**config.mk**
```make
export PLATFORM = sky130hd
export DESIGN_NAME = rlsp_seq
export DESIGN_NICKNAME = d
export VERILOG_FILES = /design/src/design/rlsp_pkg.sv /design/src/design/rlsp_seq.sv
export SDC_FILE = /design/constraint.sdc
export NUM_CORES = 1
export LEC_CHECK = 0
export BUFFER_PORTS_ARGS = -buffer_cell sky130_fd_sc_hd__buf_2
export CAP_MARGIN = 10
export CORE_AREA = 5 5 141 143
export CTS_CLUSTER_DIAMETER = 60
export DETAILED_ROUTE_END_ITERATION = 10
export DIE_AREA = 0 0 146 148
export SYNTH_ARGS = -nofsm -noshare
export SYNTH_HDL_FRONTEND = slang
export SYNTH_SLANG_ARGS = --single-unit
```
**constraint.sdc**
```tcl
create_clock -name i_clk -period 22.3 [get_ports i_clk]
set_clock_uncertainty 0.2 [all_clocks]
set_input_delay 4.46 -clock i_clk [delete_from_list [all_inputs] [get_ports i_clk]]
set_output_delay 4.46 -clock i_clk [all_outputs]
set_load 0.01 [all_outputs]
```
**src/design/rlsp_pkg.sv**
```systemverilog
// Shared constants, codes and item types of the round-limited shortest-path block.
`default_nettype none

package rlsp_pkg;

    // Default graph size and field widths.
    localparam int MAX_NODES_DEF = 64;
    localparam int CNT_W         = 9;
    localparam int NODE_COUNT_W  = 7;
    localparam int CMD_W         = 2;
    localparam int NODE_FIELD_W  = 6;
    localparam int WEIGHT_W      = 8;
    localparam int ROUND_W       = 8;
    localparam int STATUS_W      = 2;
    localparam int DIST_W        = 16;

    localparam logic [NODE_COUNT_W-1:0] NODE_COUNT_RST = 7'd64;

    // Sentinel for a missing edge and for an unreached distance.
    localparam logic signed [WEIGHT_W-1:0] NO_EDGE = 8'sd101;
    localparam logic signed [DIST_W-1:0]   NO_DIST = 16'sd101;

    // Command codes.
    localparam logic [CMD_W-1:0] CMD_INSERT = 2'd0;
    localparam logic [CMD_W-1:0] CMD_QUERY  = 2'd1;
    localparam logic [CMD_W-1:0] CMD_CLEAR  = 2'd2;

    // Result status codes.
    localparam logic [STATUS_W-1:0] ST_OK      = 2'd0;
    localparam logic [STATUS_W-1:0] ST_ABSENT  = 2'd1;
    localparam logic [STATUS_W-1:0] ST_UNREACH = 2'd2;

    // One request as seen by the sequencer.
    typedef struct packed {
        logic [CMD_W-1:0]           cmd;
        logic [NODE_FIELD_W-1:0]    from_node;
        logic [NODE_FIELD_W-1:0]    to_node;
        logic signed [WEIGHT_W-1:0] edge_weight;
        logic [ROUND_W-1:0]         round_count;
    } t_item;

    // One result.
    typedef struct packed {
        logic [STATUS_W-1:0]      status;
        logic signed [DIST_W-1:0] distance;
    } t_result;

endpackage

`default_nettype wire

```
**src/design/rlsp_seq.sv**
```systemverilog
// Command sequencer: edge insert and clear sweep, query init, relaxation rounds, result.
`default_nettype none

module rlsp_seq #(
    parameter int MAX_NODES = rlsp_pkg::MAX_NODES_DEF,
    localparam int NODE_W = $clog2(MAX_NODES),
    localparam int AW     = 2 * NODE_W
) (
    input  wire logic                         i_clk,
    input  wire logic                         i_rst_n,
    input  wire logic [rlsp_pkg::CNT_W-1:0]   i_node_cnt,
    input  wire logic                         i_valid,
    output logic                              o_ready,
    input  wire rlsp_pkg::t_item              i_item,
    // Edge memory ports.
    output logic                              o_edge_we,
    output logic [AW-1:0]                     o_edge_waddr,
    output logic [rlsp_pkg::WEIGHT_W-1:0]     o_edge_wdata,
    output logic                              o_edge_re,
    output logic [AW-1:0]                     o_edge_raddr,
    input  wire logic [rlsp_pkg::WEIGHT_W-1:0] i_edge_rdata,
    // Distance memory ports.
    output logic                              o_dist_we,
    output logic [NODE_W-1:0]                 o_dist_waddr,
    output logic [rlsp_pkg::DIST_W-1:0]       o_dist_wdata,
    output logic                              o_dist_re,
    output logic [NODE_W-1:0]                 o_dist_raddr,
    input  wire logic [rlsp_pkg::DIST_W-1:0]  i_dist_rdata,
    // Result hand-off to the output register.
    input  wire logic                         i_out_free,
    output logic                              o_res_load,
    output rlsp_pkg::t_result                 o_res
);

    typedef enum logic [7:0] {
        S_IDLE   = 8'b0000_0001,
        S_CLEAR  = 8'b0000_0010,
        S_INIT   = 8'b0000_0100,
        S_ROWRD  = 8'b0000_1000,
        S_STREAM = 8'b0001_0000,
        S_DRAIN  = 8'b0010_0000,
        S_FINRD  = 8'b0100_0000,
        S_RESULT = 8'b1000_0000
    } t_state;

    t_state r_state, n_state;
    logic [AW-1:0] r_clr_addr, n_clr_addr;
    logic [NODE_W-1:0] r_i, n_i, r_j, n_j;
    logic [rlsp_pkg::ROUND_W-1:0] r_rounds, n_rounds;
    logic r_s2_vld, n_s2_vld;
    logic r_di_load, n_di_load;
    logic r_absent, n_absent;
    logic signed [rlsp_pkg::DIST_W-1:0] r_di, n_di;
    logic [NODE_W-1:0] r_s2_j, n_s2_j;
    logic [NODE_W-1:0] r_src, n_src, r_dst, n_dst, r_nlast, n_nlast;

    logic accept;
    logic from_ok, to_ok;
    logic signed [rlsp_pkg::WEIGHT_W-1:0] s2_w;
    logic signed [rlsp_pkg::DIST_W-1:0]   s2_dj, s2_cand;
    logic signed [rlsp_pkg::DIST_W:0]     s2_sum;
    logic s2_relax;

    assign o_ready = (r_state == S_IDLE);
    assign accept  = i_valid && o_ready;
    assign from_ok = rlsp_pkg::CNT_W'(i_item.from_node) < i_node_cnt;
    assign to_ok   = rlsp_pkg::CNT_W'(i_item.to_node) < i_node_cnt;

    // Relaxation of one pair, in the cycle after its reads were issued.
    always_comb begin
        s2_w   = $signed(i_edge_rdata);
        s2_dj  = $signed(i_dist_rdata);
        s2_sum = {r_di[rlsp_pkg::DIST_W-1], r_di}
               + {{(rlsp_pkg::DIST_W + 1 - rlsp_pkg::WEIGHT_W){s2_w[rlsp_pkg::WEIGHT_W-1]}},
                  s2_w};
        // Saturate when the two top bits disagree.
        if (s2_sum[rlsp_pkg::DIST_W] != s2_sum[rlsp_pkg::DIST_W-1]) begin
            s2_cand = s2_sum[rlsp_pkg::DIST_W] ? 16'sh8000 : 16'sh7fff;
        end else begin
            s2_cand = s2_sum[rlsp_pkg::DIST_W-1:0];
        end
        s2_relax = r_s2_vld && (r_di != rlsp_pkg::NO_DIST) && (s2_w != rlsp_pkg::NO_EDGE)
                && ((s2_dj == rlsp_pkg::NO_DIST) || (s2_cand < s2_dj));
    end

    // Next-state and memory port logic.
    always_comb begin
        n_state    = r_state;
        n_clr_addr = r_clr_addr;
        n_i        = r_i;
        n_j        = r_j;
        n_rounds   = r_rounds;
        n_s2_vld   = 1'b0;
        n_di_load  = 1'b0;
        n_absent   = r_absent;
        n_di       = r_di;
        n_s2_j     = r_s2_j;
        n_src      = r_src;
        n_dst      = r_dst;
        n_nlast    = r_nlast;

        o_edge_we    = 1'b0;
        o_edge_waddr = r_clr_addr;
        o_edge_wdata = rlsp_pkg::NO_EDGE;
        o_edge_re    = 1'b0;
        o_edge_raddr = {r_i, r_j};
        o_dist_we    = 1'b0;
        o_dist_waddr = r_j;
        o_dist_wdata = (r_j == r_src) ? '0 : rlsp_pkg::NO_DIST;
        o_dist_re    = 1'b0;
        o_dist_raddr = r_j;
        o_res_load   = 1'b0;
        o_res.status   = rlsp_pkg::ST_OK;
        o_res.distance = $signed(i_dist_rdata);

        // Stage two writes back an improved distance; a self-loop also moves the row source.
        if (s2_relax) begin
            o_dist_we    = 1'b1;
            o_dist_waddr = r_s2_j;
            o_dist_wdata = s2_cand;
            if (r_s2_j == r_i) begin
                n_di = s2_cand;
            end
        end

        unique case (r_state)
            S_IDLE: begin
                if (accept) begin
                    unique case (i_item.cmd)
                        rlsp_pkg::CMD_INSERT: begin
                            o_edge_we    = from_ok && to_ok;
                            o_edge_waddr = {NODE_W'(i_item.from_node), NODE_W'(i_item.to_node)};
                            o_edge_wdata = i_item.edge_weight;
                        end
                        rlsp_pkg::CMD_CLEAR: begin
                            n_clr_addr = '0;
                            n_state    = S_CLEAR;
                        end
                        rlsp_pkg::CMD_QUERY: begin
                            if (from_ok && to_ok) begin
                                n_src    = NODE_W'(i_item.from_node);
                                n_dst    = NODE_W'(i_item.to_node);
                                n_nlast  = NODE_W'(i_node_cnt - rlsp_pkg::CNT_W'(1));
                                n_rounds = i_item.round_count;
                                n_j      = '0;
                                n_state  = S_INIT;
                            end else begin
                                n_absent = 1'b1;
                                n_state  = S_RESULT;
                            end
                        end
                        default: begin
                        end
                    endcase
                end
            end
            S_CLEAR: begin
                o_edge_we  = 1'b1;
                n_clr_addr = r_clr_addr + AW'(1);
                if (r_clr_addr == '1) begin
                    n_state = S_IDLE;
                end
            end
            S_INIT: begin
                o_dist_we = 1'b1;
                n_j       = r_j + NODE_W'(1);
                if (r_j == r_nlast) begin
                    n_i     = '0;
                    n_state = (r_rounds == '0) ? S_FINRD : S_ROWRD;
                end
            end
            S_ROWRD: begin
                o_dist_re    = 1'b1;
                o_dist_raddr = r_i;
                n_j          = '0;
                n_di_load    = 1'b1;
                n_state      = S_STREAM;
            end
            S_STREAM: begin
                if (r_di_load) begin
                    n_di = $signed(i_dist_rdata);
                end
                o_edge_re = 1'b1;
                o_dist_re = 1'b1;
                n_s2_vld  = 1'b1;
                n_s2_j    = r_j;
                n_j       = r_j + NODE_W'(1);
                if (r_j == r_nlast) begin
                    n_state = S_DRAIN;
                end
            end
            S_DRAIN: begin
                n_state = S_ROWRD;
                if (r_i == r_nlast) begin
                    n_i = '0;
                    if (r_rounds == rlsp_pkg::ROUND_W'(1)) begin
                        n_state = S_FINRD;
                    end else begin
                        n_rounds = r_rounds - rlsp_pkg::ROUND_W'(1);
                    end
                end else begin
                    n_i = r_i + NODE_W'(1);
                end
            end
            S_FINRD: begin
                o_dist_re    = 1'b1;
                o_dist_raddr = r_dst;
                n_state      = S_RESULT;
            end
            S_RESULT: begin
                if (r_absent) begin
                    o_res.status   = rlsp_pkg::ST_ABSENT;
                    o_res.distance = '0;
                end else if ($signed(i_dist_rdata) == rlsp_pkg::NO_DIST) begin
                    o_res.status   = rlsp_pkg::ST_UNREACH;
                    o_res.distance = '0;
                end
                if (i_out_free) begin
                    o_res_load = 1'b1;
                    n_absent   = 1'b0;
                    n_state    = S_IDLE;
                end
            end
            default: begin
                n_state = S_IDLE;
            end
        endcase
    end

    // Control registers; reset starts the edge clearing pass.
    always_ff @(posedge i_clk) begin
        if (!i_rst_n) begin
            r_state    <= S_CLEAR;
            r_clr_addr <= '0;
            r_i        <= '0;
            r_j        <= '0;
            r_rounds   <= '0;
            r_s2_vld   <= 1'b0;
            r_di_load  <= 1'b0;
            r_absent   <= 1'b0;
        end else begin
            r_state    <= n_state;
            r_clr_addr <= n_clr_addr;
            r_i        <= n_i;
            r_j        <= n_j;
            r_rounds   <= n_rounds;
            r_s2_vld   <= n_s2_vld;
            r_di_load  <= n_di_load;
            r_absent   <= n_absent;
        end
    end

    // Payload registers.
    always_ff @(posedge i_clk) begin
        r_di    <= n_di;
        r_s2_j  <= n_s2_j;
        r_src   <= n_src;
        r_dst   <= n_dst;
        r_nlast <= n_nlast;
    end

endmodule

`default_nettype wire

```
==> results.ini <==
[outcome]
status = finished clean

[setup_path]
end_kind = output port
cp.required_ps = 17640
worst_path_max_delay_cell = ha_1
crit_arrival_ps = 10110
startpoint_type = input pin
r2r-end = r_di[8]
regToRegStartpoint = r_di[7]
crit_fanout = 17
critPathKind = in2out
crit_chain = buf_2 > ha_1 > and3_1 > a211o_1 > o21ai_0 > nand3_1 > a21oi_1 > o21ai_0 > xor2_1 > ha_1 > nand2_1 > or2_2 > o21ai_0 > ha_1 > a21oi_1 > nor2_1 > o41a_1 > nor3_1 > nor2_1 > a21oi_1 > buf_4 > nor4_2 > nor2_1 > buf_2
ff2ff_path_depth = 21
worst_path_largest_cell_delay_ps = 580
path_buf_inv = 3
crit_family = compound AO/OA/AOI/OAI gates
rrSetupSlack_ps = 15970

[global_routing]
grt.overflow.total = 0
grt_pass1_vias = 5888
grt_pass1_wl_um = 30800
antenna_found_initial = 0
grt_start_max_net_pins = 33
grt_use_total_pct = 17.7

[routing]
via_count = 6086
route.detailed.drc = 0
firstDrtPassIters = 5
via_per_inst = 5.33
drtIter0Drc = 394
routed_wl_um = 19400
wire_per_inst_um = 17.0
ant_nets = 0

[min_path]
min_from = r_rounds[5]
whs_path_depth = 2
min_to = r_rounds[5]
holdCritPathClass = reg2reg

[clock_tree]
clkLatencyLatePin_ps = 350
ctsHoldBuffers = 0
path_clk_slew_ps = 60
cts_htree_levels = 3
root_buffer = clkbuf_16
cts_setup_buffers = 0
clock_sinks = 83
cts_tree = built
clockBufferDepth = 2
post_cts_resized = 0
cts_made_buffers = 9

[sta]
tns_ps = 0
relSlewSlack_pct = 22.8
fmax_mhz = 67.7
worst_pin_slew_ps = 1150
setup_ws_ps = 7530
min_period_over_period_pct = 66.2
slew_viol_final = 0
hold_violations = 0
setup_viol = 0
rsz0062_at_grt = false
layout_min_cycle_time_ps = 14770

[logic_synthesis]
synth_top_cell_area_share_pct = 18.6
ys.flop_type = dfxtp_1
synth-edff-count = 24
yosysWarnings = 0
ys_seq_area_share_pct = 29.9
synth-async-reset-ratio_pct = 0
synth.area.top_cells = dfxtp_1 19%, edfxtp_1 11%, ha_1 9.6%
syn-cell-area_um2 = 6350
synth_cell_types = 70
synth_top_cells_by_count = 78 x nand2_1, 76 x nor2_1, 59 x dfxtp_1, 49 x ha_1, 45 x o21ai_0
avgSynthCellArea_um2 = 8.26
yosys.area.top_type = dfxtp_1
synth.most_common_cell = nand2_1
ys_ff_latch = 83
synth_nets = 886
netlist_instances = 769

[floorplan]
core_area_um2 = 18500
die_h_um = 148
ios = 151
die-area_um2 = 21600
rows = 50
initial_utilization_pct = 34.4
dieWidth_um = 146

[layout]
drive_above_1_share_pct = 22.8
final_net_count = 1020
antenna_cells = 0
fillers = 1890
syn_to_final_growth_pct = 19.7

[pwr]
p_leak_nw = 3.29
max-vdd-ir-drop_uv = 36.1
powerDensity_nw_per_um2 = 49.9

[placed_design]
dp_slack_ps = 7570
gp_congestion = 0.909
io_buffer_count = 150
dp_hpwl_um = 15400

[job]
max-cap-violations = 0

## power by group
group          leakage (nW)  internal (mW)  switching [mW]
clock                 0.151         0.0986          0.0636
combinational          2.45         0.0236          0.0344
sequential            0.691          0.156         0.00299
total                  3.29          0.279           0.101
## kinds of logic (layout without fill, tap and decap cells)
| group | after synthesis | count (layout) | share of synthesized area [%] |
|---|---|---|---|
| xor+xnor | 49 | 49 | 6.75 |
| mux | 28 | 28 | 4.63 |
| compound gates | 177 | 177 | 18.3 |
| buf+inv | 70 | 209 | 4.75 |
| fa+ha+maj | 50 | 50 | 9.96 |
| simple gates | 312 | 312 | 25.6 |
| flops | 83 | 83 | 29.9 |
## per-stage QoR
| step | power (mW) | instance area (um2) | std cells | util, % | hold WS, ps |
|---|---|---|---|---|---|
| detailed placement | 0.220 | 7290 | 1126 | 39.5 | 279 |
| floorplan | 0.199 | 6350 | 769 | - | 254 |
| CTS | 0.383 | 7610 | 1142 | 41.2 | 289 |
| global placement | 0.220 | 7290 | 1126 | 39.5 | 275 |
| finish | 0.379 | 7610 | 1142 | 41.2 | 287 |
| global route | 0.397 | 7610 | 1142 | 41.2 | 329 |
## final cells by class
class | instances | area [um2] | area share [%]
Clock buffer | 10 | 229 | 3.01
Clock inverter | 6 | 88.8 | 1.17
Inverter | 37 | 139 | 1.83
Multi-Input combinational cell | 616 | 4160 | 54.7
Sequential cell | 83 | 1900 | 25.0
Tap cell | 234 | 293 | 3.85
Timing Repair Buffer | 156 | 796 | 10.5
## worst reg2reg max path, cell delays in order, from the launching register on
cell and delay, ps:
dfxtp_1 340, ha_1 380, and3_1 240, a211o_1 280
o21ai_0 200, nand3_1 150, a21oi_1 170, o21ai_0 110
xor2_1 170, ha_1 580, nand2_1 200, or2_2 420
o21ai_0 210, ha_1 320, a21oi_1 150, nor2_1 50
o41a_1 360, nor3_1 190, nor2_1 110, a211oi_4 900
mux2i_1 360, o21ai_1 90
## worst max path at each step
stage / end / slack [ps] / from / cells past startpoint
floorplan: o_dist_wdata[13] / 8700 / i_edge_rdata[7] / 22
global placement: o_dist_wdata[2] / 7710 / i_edge_rdata[7] / 24
detailed placement: o_dist_wdata[5] / 7570 / i_edge_rdata[7] / 24
CTS: o_dist_wdata[5] / 7570 / i_edge_rdata[7] / 24
global route: o_dist_wdata[2] / 7110 / i_edge_rdata[7] / 24
finish: o_dist_wdata[5] / 7530 / i_edge_rdata[7] / 24
## cells in the final DEF (no fill, tap or decap), types with 3 or more instances in the layout
cell type,count
o21ai_0,45
o21a_1,7
and3_1,6
nand4b_1,4
or2_2,3
edfxtp_1,24
a21oi_1,41
a21o_1,9
nand2b_1,13
nor4bb_1,4
nor3_1,16
clkbuf_16,9
mux2_2,11
nor2b_1,9
o21ai_1,18
nand4_1,14
o31ai_1,3
nor2_1,76
a211oi_1,8
a41oi_1,4
ha_1,49
and2_1,21
or3_1,11
xor2_1,22
dfxtp_1,59
a22oi_1,7
mux2i_1,17
nand2_1,78
inv_1,36
nor3_2,3
buf_2,150
a31oi_1,10
xnor2_1,27
nor4_1,8
nand3_1,28
nor3b_1,5
buf_4,6
## routing by layer
metal,share of wire [%],up-vias,GRT usage [%]
met1,45,2796,22.7
met4,2.2,0,6.73
li1,-,3039,-
met5,0,-,0
met2,47,220,29.7
met3,6.1,31,3.40
## sequential cells by signal, summed over array words and instances (netlist names), 6 cells and up
signal and count:
r_src 6, r_di 16, r_rounds 8, r_s2_j 6, r_i 6, r_clr_addr 12
r_j 6, r_dst 6, r_nlast 6, r_state 8
(Power assumes the default switching activity.)
